### src/rtl/ptis_mul.sv
module ptis_mul (
    input  logic               aclk,
    input  logic               aresetn,
    input  logic               start,
    input  logic signed [32:0] a,
    input  logic signed [32:0] b,
    output logic               done,
    output logic signed [65:0] prod
);

    logic        busy_reg;
    logic        done_reg;
    logic [5:0]  cnt_reg;
    logic [33:0] hi_reg;
    logic [32:0] lo_reg;
    logic [32:0] mc_reg;
    logic        neg_reg;

    logic [32:0] ua;
    logic [32:0] ub;
    logic [33:0] sum;
    logic [65:0] mag;

    assign ua  = a[32] ? (33'd0 - a) : a;
    assign ub  = b[32] ? (33'd0 - b) : b;
    assign sum = hi_reg + (lo_reg[0] ? {1'b0, mc_reg} : 34'd0);
    assign mag = {hi_reg[32:0], lo_reg};

    always_ff @(posedge aclk) begin
        if (!aresetn) begin
            busy_reg <= 1'b0;
            done_reg <= 1'b0;
        end else begin
            done_reg <= 1'b0;
            if (start) begin
                busy_reg <= 1'b1;
                cnt_reg  <= 6'd32;
                hi_reg   <= '0;
                lo_reg   <= ub;
                mc_reg   <= ua;
                neg_reg  <= a[32] ^ b[32];
            end else if (busy_reg) begin
                hi_reg  <= {1'b0, sum[33:1]};
                lo_reg  <= {sum[0], lo_reg[32:1]};
                cnt_reg <= cnt_reg - 6'd1;
                if (cnt_reg == 6'd0) begin
                    busy_reg <= 1'b0;
                    done_reg <= 1'b1;
                end
            end
        end
    end

    assign done = done_reg;
    assign prod = neg_reg ? (66'd0 - mag) : mag;

endmodule

### config.mk
export PLATFORM = sky130hd
export DESIGN_NAME = ptis_mul
export DESIGN_NICKNAME = d
export VERILOG_FILES = /design/src/rtl/ptis_mul.sv
export SDC_FILE = /design/constraint.sdc
export NUM_CORES = 1
export LEC_CHECK = 0
export BUFFER_PORTS_ARGS = -buffer_cell sky130_fd_sc_hd__clkbuf_2
export CAP_MARGIN = 10
export CELL_PAD_IN_SITES_DETAIL_PLACEMENT = 0
export CELL_PAD_IN_SITES_GLOBAL_PLACEMENT = 1
export CORE_MARGIN = 2
export CORE_UTILIZATION = 48
export CTS_CLUSTER_DIAMETER = 80
export DETAILED_ROUTE_END_ITERATION = 6
export GPL_ROUTABILITY_DRIVEN = 0
export PLACE_DENSITY_LB_ADDON = 0.1
export SYNTH_ARGS = -nofsm -noshare
export SYNTH_HDL_FRONTEND = slang
export SYNTH_SLANG_ARGS = --single-unit
### constraint.sdc
create_clock -name aclk -period 7.7 [get_ports aclk]
set_clock_uncertainty 0.05 [all_clocks]
set_input_delay 2.31 -clock aclk [delete_from_list [all_inputs] [get_ports aclk]]
set_output_delay 2.31 -clock aclk [all_outputs]
set_load 0.02 [all_outputs]
==> results.json <==
{
  "cp.required_ns": 5.34,
  "worstPathCellList": "or4_1, or4_1, or4_4, nor2_1, nand2_1, o41ai_1, xnor2_1, clkbuf_2",
  "max_stage_delay_ns": 0.62,
  "synth_seq_area_share": 0.380,
  "period_minus_slack_ns": 5.76,
  "syn-cell-area_um2": 8470,
  "postCtsHoldBufs": 0,
  "cp_max_fo": 6,
  "vias": 7057,
  "ys_types": 57,
  "die_area_um2": 18700,
  "pwr-share-seq": 0.419,
  "stdcell_area_um2": 9670,
  "cell_internal_pwr_w": 0.00122,
  "crit_top_cell": "or4_1",
  "grt_max_degree": 95,
  "hold_viol": 0,
  "max-cap-violations": 0,
  "worst_r2r_path_depth": 12,
  "max_slew_margin": 0.260,
  "dpl_worst_slack_ns": 2.30,
  "rows": 48,
  "die_x_um": 137,
  "end_kind": "primary output",
  "maxSlewViolCount": 0,
  "finalSetupTns_ns": 0,
  "nets": 1149,
  "antenna_found_initial": 0,
  "coreArea_um2": 17300,
  "switchingPower_w": 0.000594,
  "grt_pass1_wl_um": 31200,
  "port_buffers": 135,
  "overflow": 0,
  "h-tree-depth": 3,
  "drive_gt1_frac": 0.171,
  "crit_cells": 8,
  "post_cts_buffers": 0,
  "first_pass_iters": 7,
  "synth_seq_cells": 108,
  "root_buffer": "clkbuf_16",
  "rsz0062_at_grt": "false",
  "synthCells": 923,
  "avgSynthCellArea_um2": 9.18,
  "max_freq_mhz": 174,
  "drt_iter0_markers": 434,
  "cts_resized": 0,
  "drtAntennaViolNets": 0,
  "cp_top_family": "simple AND/OR/NAND/NOR gates",
  "placed_cell_area_um2": 9350,
  "syn_nets": 1031,
  "critical_path_buf_inv_count": 1,
  "hold_class": "flop to flop",
  "clkLatencyLatePin_ns": 0.35,
  "cts_buffer_depth": 2,
  "dpl.hpwl_um": 15300,
  "status": "finished, final reports clean",
  "io_pins": 136,
  "path_clk_slew_ns": 0.07,
  "peakVddDrop_mv": 0.108,
  "cts_tree": "built",
  "grt_pass1_vias": 6289,
  "comb_power_share": 0.302,
  "final.fill_count": 1631,
  "switching_share": 0.328,
  "post-route-period-util": 0.748,
  "hold_slack_ns": 0.393,
  "leakagePower_nw": 3.57,
  "routed_wl_um": 19800,
  "fin_ws_ns": 1.94,
  "powerDensity_nw_per_um2": 188,
  "slowest_stage": "or4_1",
  "die_h_um": 137,
  "holdPathStages": 2,
  "synth_ff_type": "edfxtp_1",
  "vias_per_cell": 5.55,
  "grt_usage": 0.212,
  "synthArstFlopShare": 0,
  "setup_viol": 0,
  "path_class": "flop to primary output",
  "area_growth_pct": 14.1,
  "synth_edf_count": 106,
  "power.share.clock": 0.280,
  "diodes": 0,
  "cp.arrival_ns": 3.40,
  "drc": 0,
  "startpoint_type": "flop",
  "yosysWarnings": 0,
  "worstMarginPinSlew_ns": 1.11,
  "avgRoutedWirePerCell_um": 15.6,
  "cts_num_sinks": 108,
  "floorplan.initialDensity": 0.490,
  "numCtsBuffers": 9
}
==> cell families (layout without fill, tap and decap cells) <==
group,count (synthesis),after routing,share of synthesized area
xor gates and xnor gates,152,152,0.157
AOI/OAI and AO/OA,249,249,0.185
adders and majority gates,39,39,0.0585
and+or+nand+nor,319,319,0.191
buffers and inverters,52,175,0.0235
muxes,4,4,0.00517
DFF,108,108,0.380
==> cells in the final DEF, fill, tap and decap left out, types with 3 or more instances in the layout <==
| cell type | synthesis | layout |
|---|---|---|
| o21a_1 | 5 | 4 |
| o31ai_1 | 28 | 28 |
| or2_2 | 5 | 5 |
| o21bai_1 | 7 | 7 |
| a21oi_1 | 79 | 79 |
| a21boi_0 | 4 | 4 |
| o41ai_1 | 19 | 19 |
| nand2_1 | 73 | 73 |
| nand3b_1 | 4 | 4 |
| a21o_1 | 8 | 8 |
| nor2_1 | 93 | 93 |
| or3_1 | 25 | 25 |
| edfxtp_1 | 106 | 106 |
| a211oi_1 | 3 | 3 |
| ha_1 | 38 | 38 |
| o211ai_1 | 8 | 8 |
| xor2_1 | 47 | 47 |
| nor3_1 | 15 | 15 |
| nor2b_1 | 7 | 7 |
| clkbuf_16 | 0 | 9 |
| buf_4 | 1 | 6 |
| or4_1 | 16 | 16 |
| inv_1 | 19 | 19 |
| a31oi_1 | 5 | 5 |
| o21ai_0 | 67 | 67 |
| nor4_1 | 8 | 8 |
| or4_4 | 3 | 3 |
| xnor2_1 | 105 | 105 |
| clkbuf_2 | 0 | 134 |
| nand4_1 | 8 | 8 |
| nand3_1 | 13 | 13 |
| and2_1 | 33 | 33 |
| mux2_2 | 3 | 3 |
| o41ai_2 | 3 | 3 |
| nand2b_1 | 7 | 7 |
==> layer usage <==
layer	routed length [µm]	track usage
met4	234	0.0510
met1	9690	0.313
met5	0	0
met2	8740	0.328
met3	1120	0.0304
==> area by class of cell <==
| class | instances | area [µm²] | area share |
|---|---|---|---|
| multi-input combinational | 763 | 5050 | 0.523 |
| sequential | 108 | 3220 | 0.333 |
| tap | 225 | 282 | 0.0291 |
| clock buffer | 11 | 243 | 0.0251 |
| inverter | 19 | 71.3 | 0.00737 |
| clock inverter | 5 | 83.8 | 0.00867 |
| timing repair buffer | 140 | 716 | 0.0740 |
==> path summary, 6_finish.rpt <==
check	start	endpoint	slack [ns]
max	hi_reg[1]	prod[54]	1.94
min	busy_reg	done	0.39
max reg2reg	lo_reg[0]	hi_reg[27]	3.83
min reg2reg	busy_reg	done	0.39
==> power by group through the flow <==
| stage | registers (W) | clock network, W | logic [W] |
|---|---|---|---|
| after floorplan | 0.000756 | 0 | 0.000395 |
| after global placement | 0.000771 | 0 | 0.000546 |
| after detailed placement | 0.000772 | 0 | 0.000547 |
| after CTS | 0.000759 | 0.000519 | 0.000550 |
| after global routing | 0.000767 | 0.000540 | 0.000605 |
| final | 0.000759 | 0.000507 | 0.000547 |
==> per-stage QoR <==
stage           util  instances  total power (W)
2_1_floorplan      -        923          0.00115
3_3_place_gp   0.540       1255          0.00132
3_5_place_dp   0.540       1255          0.00132
4_1_cts        0.559       1271          0.00183
5_1_grt        0.559       1271          0.00191
6_report       0.559       1271          0.00181
==> Yosys cell counts (2+ instances only) <==
cell	n	area (µm²)
o41ai_2	3	48.8
a211o_1	2	17.5
a21o_1	8	60.1
a211oi_1	3	22.5
nor2b_1	7	43.8
nor2_1	93	349
o31ai_1	28	210
o21a_1	5	37.5
nor3_1	15	75.1
edfxtp_1	106	3180
nand2_1	73	274
nand3_1	13	65.1
ha_1	38	475
nand2_2	2	12.5
and2_1	33	206
o211ai_1	8	60.1
o41ai_1	19	166
clkbuf_1	28	105
o31ai_2	2	25.0
a21boi_0	4	30.0
or4_1	16	120
inv_1	19	71.3
xor2_1	47	412
or2_2	5	31.3
nand3b_1	4	30.0
dfxtp_1	2	40.0
nand4_1	8	50.1
buf_1	4	15.0
or4_4	3	33.8
a21oi_1	79	395
nor4_1	8	50.1
xnor2_1	105	920
o21ai_0	67	335
mux2_2	3	33.8
or3_1	25	156
o21bai_1	7	52.6
nand2b_1	7	43.8
a31oi_1	5	31.3
==> tightest hold or removal path: cells and delay by family (launching register included) <==
family | cells | cell delay, ns
flip-flops | 1 | 0.31
AND/OR/NAND/NOR | 2 | 0.10
Note: power is estimated with default switching activity, not from simulation.
