[config.mk]
export PLATFORM = sky130hd
export DESIGN_NAME = ptis_div
export DESIGN_NICKNAME = d
export VERILOG_FILES = /design/src/rtl/ptis_div.sv
export SDC_FILE = /design/constraint.sdc
export NUM_CORES = 1
export LEC_CHECK = 0
export BUFFER_PORTS_ARGS = -buffer_cell sky130_fd_sc_hd__buf_2
export CELL_PAD_IN_SITES_DETAIL_PLACEMENT = 1
export CELL_PAD_IN_SITES_GLOBAL_PLACEMENT = 2
export CORE_MARGIN = 4
export CORE_UTILIZATION = 34
export DETAILED_ROUTE_END_ITERATION = 16
export HOLD_SLACK_MARGIN = 0.1
export PLACE_DENSITY_LB_ADDON = 0.1
export SKIP_LAST_GASP = 1
export SYNTH_ARGS = -nofsm -noshare
export SYNTH_HDL_FRONTEND = slang
export SYNTH_SLANG_ARGS = --single-unit
[constraint.sdc]
create_clock -name aclk -period 6.3 [get_ports aclk]
set_input_delay 1.26 -clock aclk [delete_from_list [all_inputs] [get_ports aclk]]
set_output_delay 1.26 -clock aclk [all_outputs]
set_load 0.03 [all_outputs]
[src/rtl/ptis_div.sv]
module ptis_div (
    input  logic               aclk,
    input  logic               aresetn,
    input  logic               start,
    input  logic signed [63:0] num,
    input  logic signed [63:0] den,
    input  logic               shift32,
    output logic               done,
    output logic signed [31:0] quot
);

    logic        busy_reg;
    logic        done_reg;
    logic [6:0]  cnt_reg;
    logic [95:0] dvd_reg;
    logic [63:0] rem_reg;
    logic [33:0] q_reg;
    logic        sat_reg;
    logic        neg_reg;
    logic [63:0] ud_reg;

    logic [63:0] un;
    logic [63:0] ud;
    logic [64:0] rem_sh;
    logic        ge;
    logic [33:0] q_next;

    assign un     = num[63] ? (64'd0 - num) : num;
    assign ud     = den[63] ? (64'd0 - den) : den;
    assign rem_sh = {rem_reg, dvd_reg[95]};
    assign ge     = rem_sh >= {1'b0, ud_reg};
    assign q_next = {q_reg[32:0], ge};

    always_ff @(posedge aclk) begin
        if (!aresetn) begin
            busy_reg <= 1'b0;
            done_reg <= 1'b0;
        end else begin
            done_reg <= 1'b0;
            if (start) begin
                busy_reg <= 1'b1;
                cnt_reg  <= 7'd95;
                dvd_reg  <= shift32 ? {un, 32'd0} : {2'd0, un, 30'd0};
                rem_reg  <= '0;
                q_reg    <= '0;
                sat_reg  <= 1'b0;
                neg_reg  <= num[63] ^ den[63];
                ud_reg   <= ud;
            end else if (busy_reg) begin
                rem_reg <= ge ? 64'(rem_sh - {1'b0, ud_reg}) : rem_sh[63:0];
                q_reg   <= q_next;
                sat_reg <= sat_reg | (q_next > 34'h0_8000_0000);
                dvd_reg <= {dvd_reg[94:0], 1'b0};
                cnt_reg <= cnt_reg - 7'd1;
                if (cnt_reg == 7'd0) begin
                    busy_reg <= 1'b0;
                    done_reg <= 1'b1;
                end
            end
        end
    end

    assign done = done_reg;

    always_comb begin
        if (neg_reg) begin
            quot = sat_reg ? 32'sh8000_0000 : (32'd0 - q_reg[31:0]);
        end else begin
            quot = (sat_reg || q_reg[31]) ? 32'sh7FFF_FFFF : q_reg[31:0];
        end
    end

endmodule

==> impl_metrics.py <==
metrics = {
    "outcome": {
        "outcome": "completed",
    },
    "worst_setup_path": {
        "cpPeakStageDelay_ns": 0.50,
        "critPathBufInv": 3,
        "crit_path_start": "q_reg[1]$_SDFFCE_PP0P_",
        "r2r-end": "rem_reg[44]$_SDFFCE_PP0P_",
        "critPathCapture": "quot[30]",
        "slowest_stage": "or3b_2",
        "path_max_fanout": 8,
        "cp_data_arrival_time_ns": 4.41,
        "critPathTopFamily": "simple AND/OR/NAND/NOR gates",
        "crit_top_cell": "or3_1",
        "path_depth": 14,
        "path_cells": "inv_1 > ha_1 > or3b_2 > nor4_2 > buf_4 > nand4_1 > or3_1 > or3_1 > or3_1 > nor3_2 > nand2_1 > a21oi_1 > o22a_1 > buf_2",
        "end_kind": "primary output",
        "cp.required_ns": 5.04,
        "reg2reg_slack_ns": 1.60,
        "start_kind": "register",
        "path_class": "reg -> out",
        "worstRegToRegCells": 10,
        "rr_startpoint": "ud_reg[62]$_DFFE_PP_",
    },
    "clock_network": {
        "numCtsBuffers": 29,
        "hold_buffers": 0,
        "clockRootBuffer": "clkbuf_16",
        "cts-htree-levels": 1,
        "postCtsSetupRepairBufs": 0,
        "cts_tree": "built",
        "cts_resized": 0,
        "cts_buffer_depth": 3,
        "cts.clk_slew.worst_paths_ns": 0.06,
        "clock_sinks": 238,
        "clk_latency_ns": 0.58,
    },
    "pwr": {
        "power_switching_mw": 1.69,
        "p_per_area_nw_per_um2": 261,
        "clkPwrFrac_pct": 33.7,
        "ir_drop_v": 0.000174,
        "internal_power_mw": 3.58,
        "p_leak_nw": 7.67,
        "netSwitchingFraction_pct": 32.1,
        "pwr-share-comb_pct": 28.4,
        "seqPwrFrac_pct": 37.9,
    },
    "timing": {
        "slew_headroom_pct": 20.0,
        "layout_min_cycle_time_ns": 5.67,
        "finalCritPeriodShare_pct": 90.0,
        "drv_slew": 0,
        "clock_skew_ns": 0.0326,
        "finalSetupViolCount": 0,
        "holdWs_ns": 0.450,
        "finalHoldViolCount": 0,
        "rsz0062_at_grt": "false",
        "max_freq_mhz": 176,
        "tns_ns": 0,
        "tightest_slew_ns": 1.17,
        "layout_setup_ws_ns": 0.631,
    },
    "global_routing": {
        "grt_use_total_pct": 18.9,
        "grt_pass1_vias": 15900,
        "grt_pass1_wl_mm": 87.6,
        "grt_max_degree": 85,
        "antenna_found_initial": 2,
        "grt_overflow": 0,
    },
    "floorplanning": {
        "start_util_pct": 34.5,
        "pin_count": 165,
        "fp.dieH_um": 237,
        "die_w_um": 237,
        "row_count": 83,
        "core_area_um2": 51500,
        "dieArea_um2": 56000,
    },
    "place": {
        "dp.final_hpwl_mm": 41.1,
        "post-place-ws_ns": 1.27,
        "io_buffer_count": 164,
        "place_congestion": 0.848,
    },
    "finish": {
        "largest_reg_flops": 66,
        "finalNetCount": 2283,
        "layout_common_cells": "edfxtp_1, nand2_1, a21oi_1",
        "area_growth_pct": 13.7,
        "drive_gt1_share_pct": 14.1,
        "layout_commonest_cell": "edfxtp_1",
        "antenna_cells": 0,
    },
    "drt": {
        "vias_per_cell": 5.44,
        "postRouteAntennaNets": 0,
        "route.detailed.drc": 0,
        "vias": 15100,
        "initialDrtViolationCount": 823,
        "routed_wl_mm": 54.9,
        "wl_per_cell_um": 19.7,
        "drtPass1Iterations": 5,
    },
    "yosys": {
        "avgSynthCellArea_um2": 9.02,
        "synth-edff-count": 236,
        "syn-instance-count": 1971,
        "synth_cell_type_count": 76,
        "synth_top_flop_cell": "edfxtp_1",
        "yosysSeqAreaShare_pct": 40.1,
        "synth-seq-cells": 238,
        "ys_async_sr_fraction_pct": 0,
        "synth_area_um2": 17800,
        "yosys_warnings": 0,
        "synth_nets": 2173,
    },
    "job": {
        "maxCapViolCount": 0,
    },
    "worst_hold_path": {
        "hp-class": "reg -> reg",
    },
}
[cell families (layout without fill, tap and decap cells)]
| family | count (synthesis) | after routing | share of synthesized area, % |
|---|---|---|---|
| xor+xnor | 179 | 179 | 8.82 |
| fa+ha+maj | 70 | 70 | 4.97 |
| flops | 238 | 238 | 40.1 |
| buf+inv | 220 | 351 | 4.65 |
| mux | 48 | 48 | 2.94 |
| compound gates | 577 | 577 | 20.5 |
| simple gates | 639 | 639 | 18.1 |
[worst register-to-register path: cells and delay by family, from the launching register on]
kind	cells	cell delay, ns
fa+ha+maj	1	0.33
buf+inv	2	0.16
simple gates	5	3.05
flops	1	0.40
compound gates	2	0.59
[how the worst min path moves through the flow]
stage | start | to | slack (ns) | cells after the start
2_1_floorplan | busy_reg$_SDFF_PN0_ | done$_SDFF_PP0_ | 0.41 | 2
3_3_place_gp | busy_reg$_SDFF_PN0_ | done$_SDFF_PP0_ | 0.44 | 2
3_5_place_dp | busy_reg$_SDFF_PN0_ | done$_SDFF_PP0_ | 0.45 | 2
4_1_cts | busy_reg$_SDFF_PN0_ | done$_SDFF_PP0_ | 0.46 | 2
5_1_grt | busy_reg$_SDFF_PN0_ | done$_SDFF_PP0_ | 0.48 | 2
6_report | busy_reg$_SDFF_PN0_ | done$_SDFF_PP0_ | 0.45 | 2
[per-stage QoR]
step | std cells | utilization, % | instance area (um2) | power [mW]
after floorplan | 1971 | - | 17800 | 3.08
after global placement | 2730 | 37.3 | 19200 | 3.52
after detailed placement | 2730 | 37.3 | 19200 | 3.53
after CTS | 2782 | 39.3 | 20200 | 5.35
after global routing | 2782 | 39.3 | 20200 | 5.59
final | 2782 | 39.3 | 20200 | 5.27
[synth_stat cells, types with 9 or more instances]
library cell  count  area, um2
edfxtp_1        236       7090
nand2_1         210        788
a21oi_1         183        916
nor2_1          135        507
o21ai_0         134        671
xnor2_1         121       1060
inv_1           114        428
clkbuf_1         95        357
ha_1             69        863
xor2_1           58        508
a21o_1           51        383
nor2b_1          44        275
nor3_1           36        180
o31ai_1          36        270
or3_1            35        219
mux2_2           34        383
nand4_1          27        169
nand2b_1         25        156
nand3_1          25        125
a211oi_1         24        180
or4_1            22        165
nand3b_1         19        143
o41ai_1          19        166
o21a_1           17        128
o21bai_1         16        120
o22a_1           15        131
mux2i_1          14        140
nor4_1           13       81.3
a31oi_1          12       75.1
or2_2            11       68.8
buf_1             9       33.8
[per-layer routing]
| layer | vias up | share of wire [%] | global-route usage [%] |
|---|---|---|---|
| met1 | 7441 | 46 | 24.8 |
| met3 | 69 | 2.2 | 2.00 |
| li1 | 7431 | - | - |
| met5 | - | 0.024 | 0 |
| met2 | 183 | 50 | 33.7 |
| met4 | 2 | 2.4 | 4.32 |
[area by class of cell]
cell class,instances,area (um2)
Fill cell,6048,31300
Multi-Input combinational cell,1513,9850
Sequential cell,238,7130
Timing Repair Buffer,184,977
Tap cell,680,851
Clock buffer,35,748
Inverter,115,432
Clock inverter,17,241
[power groups by stage]
stage	logic, mW	registers, mW	clock network, mW
floorplan	1.07	2.01	0
global placement	1.49	2.03	0
detailed placement	1.50	2.03	0
CTS	1.51	2.00	1.84
global route	1.68	2.01	1.90
finish	1.50	2.00	1.77
No activity file was read; power rests on OpenSTA's default activity.
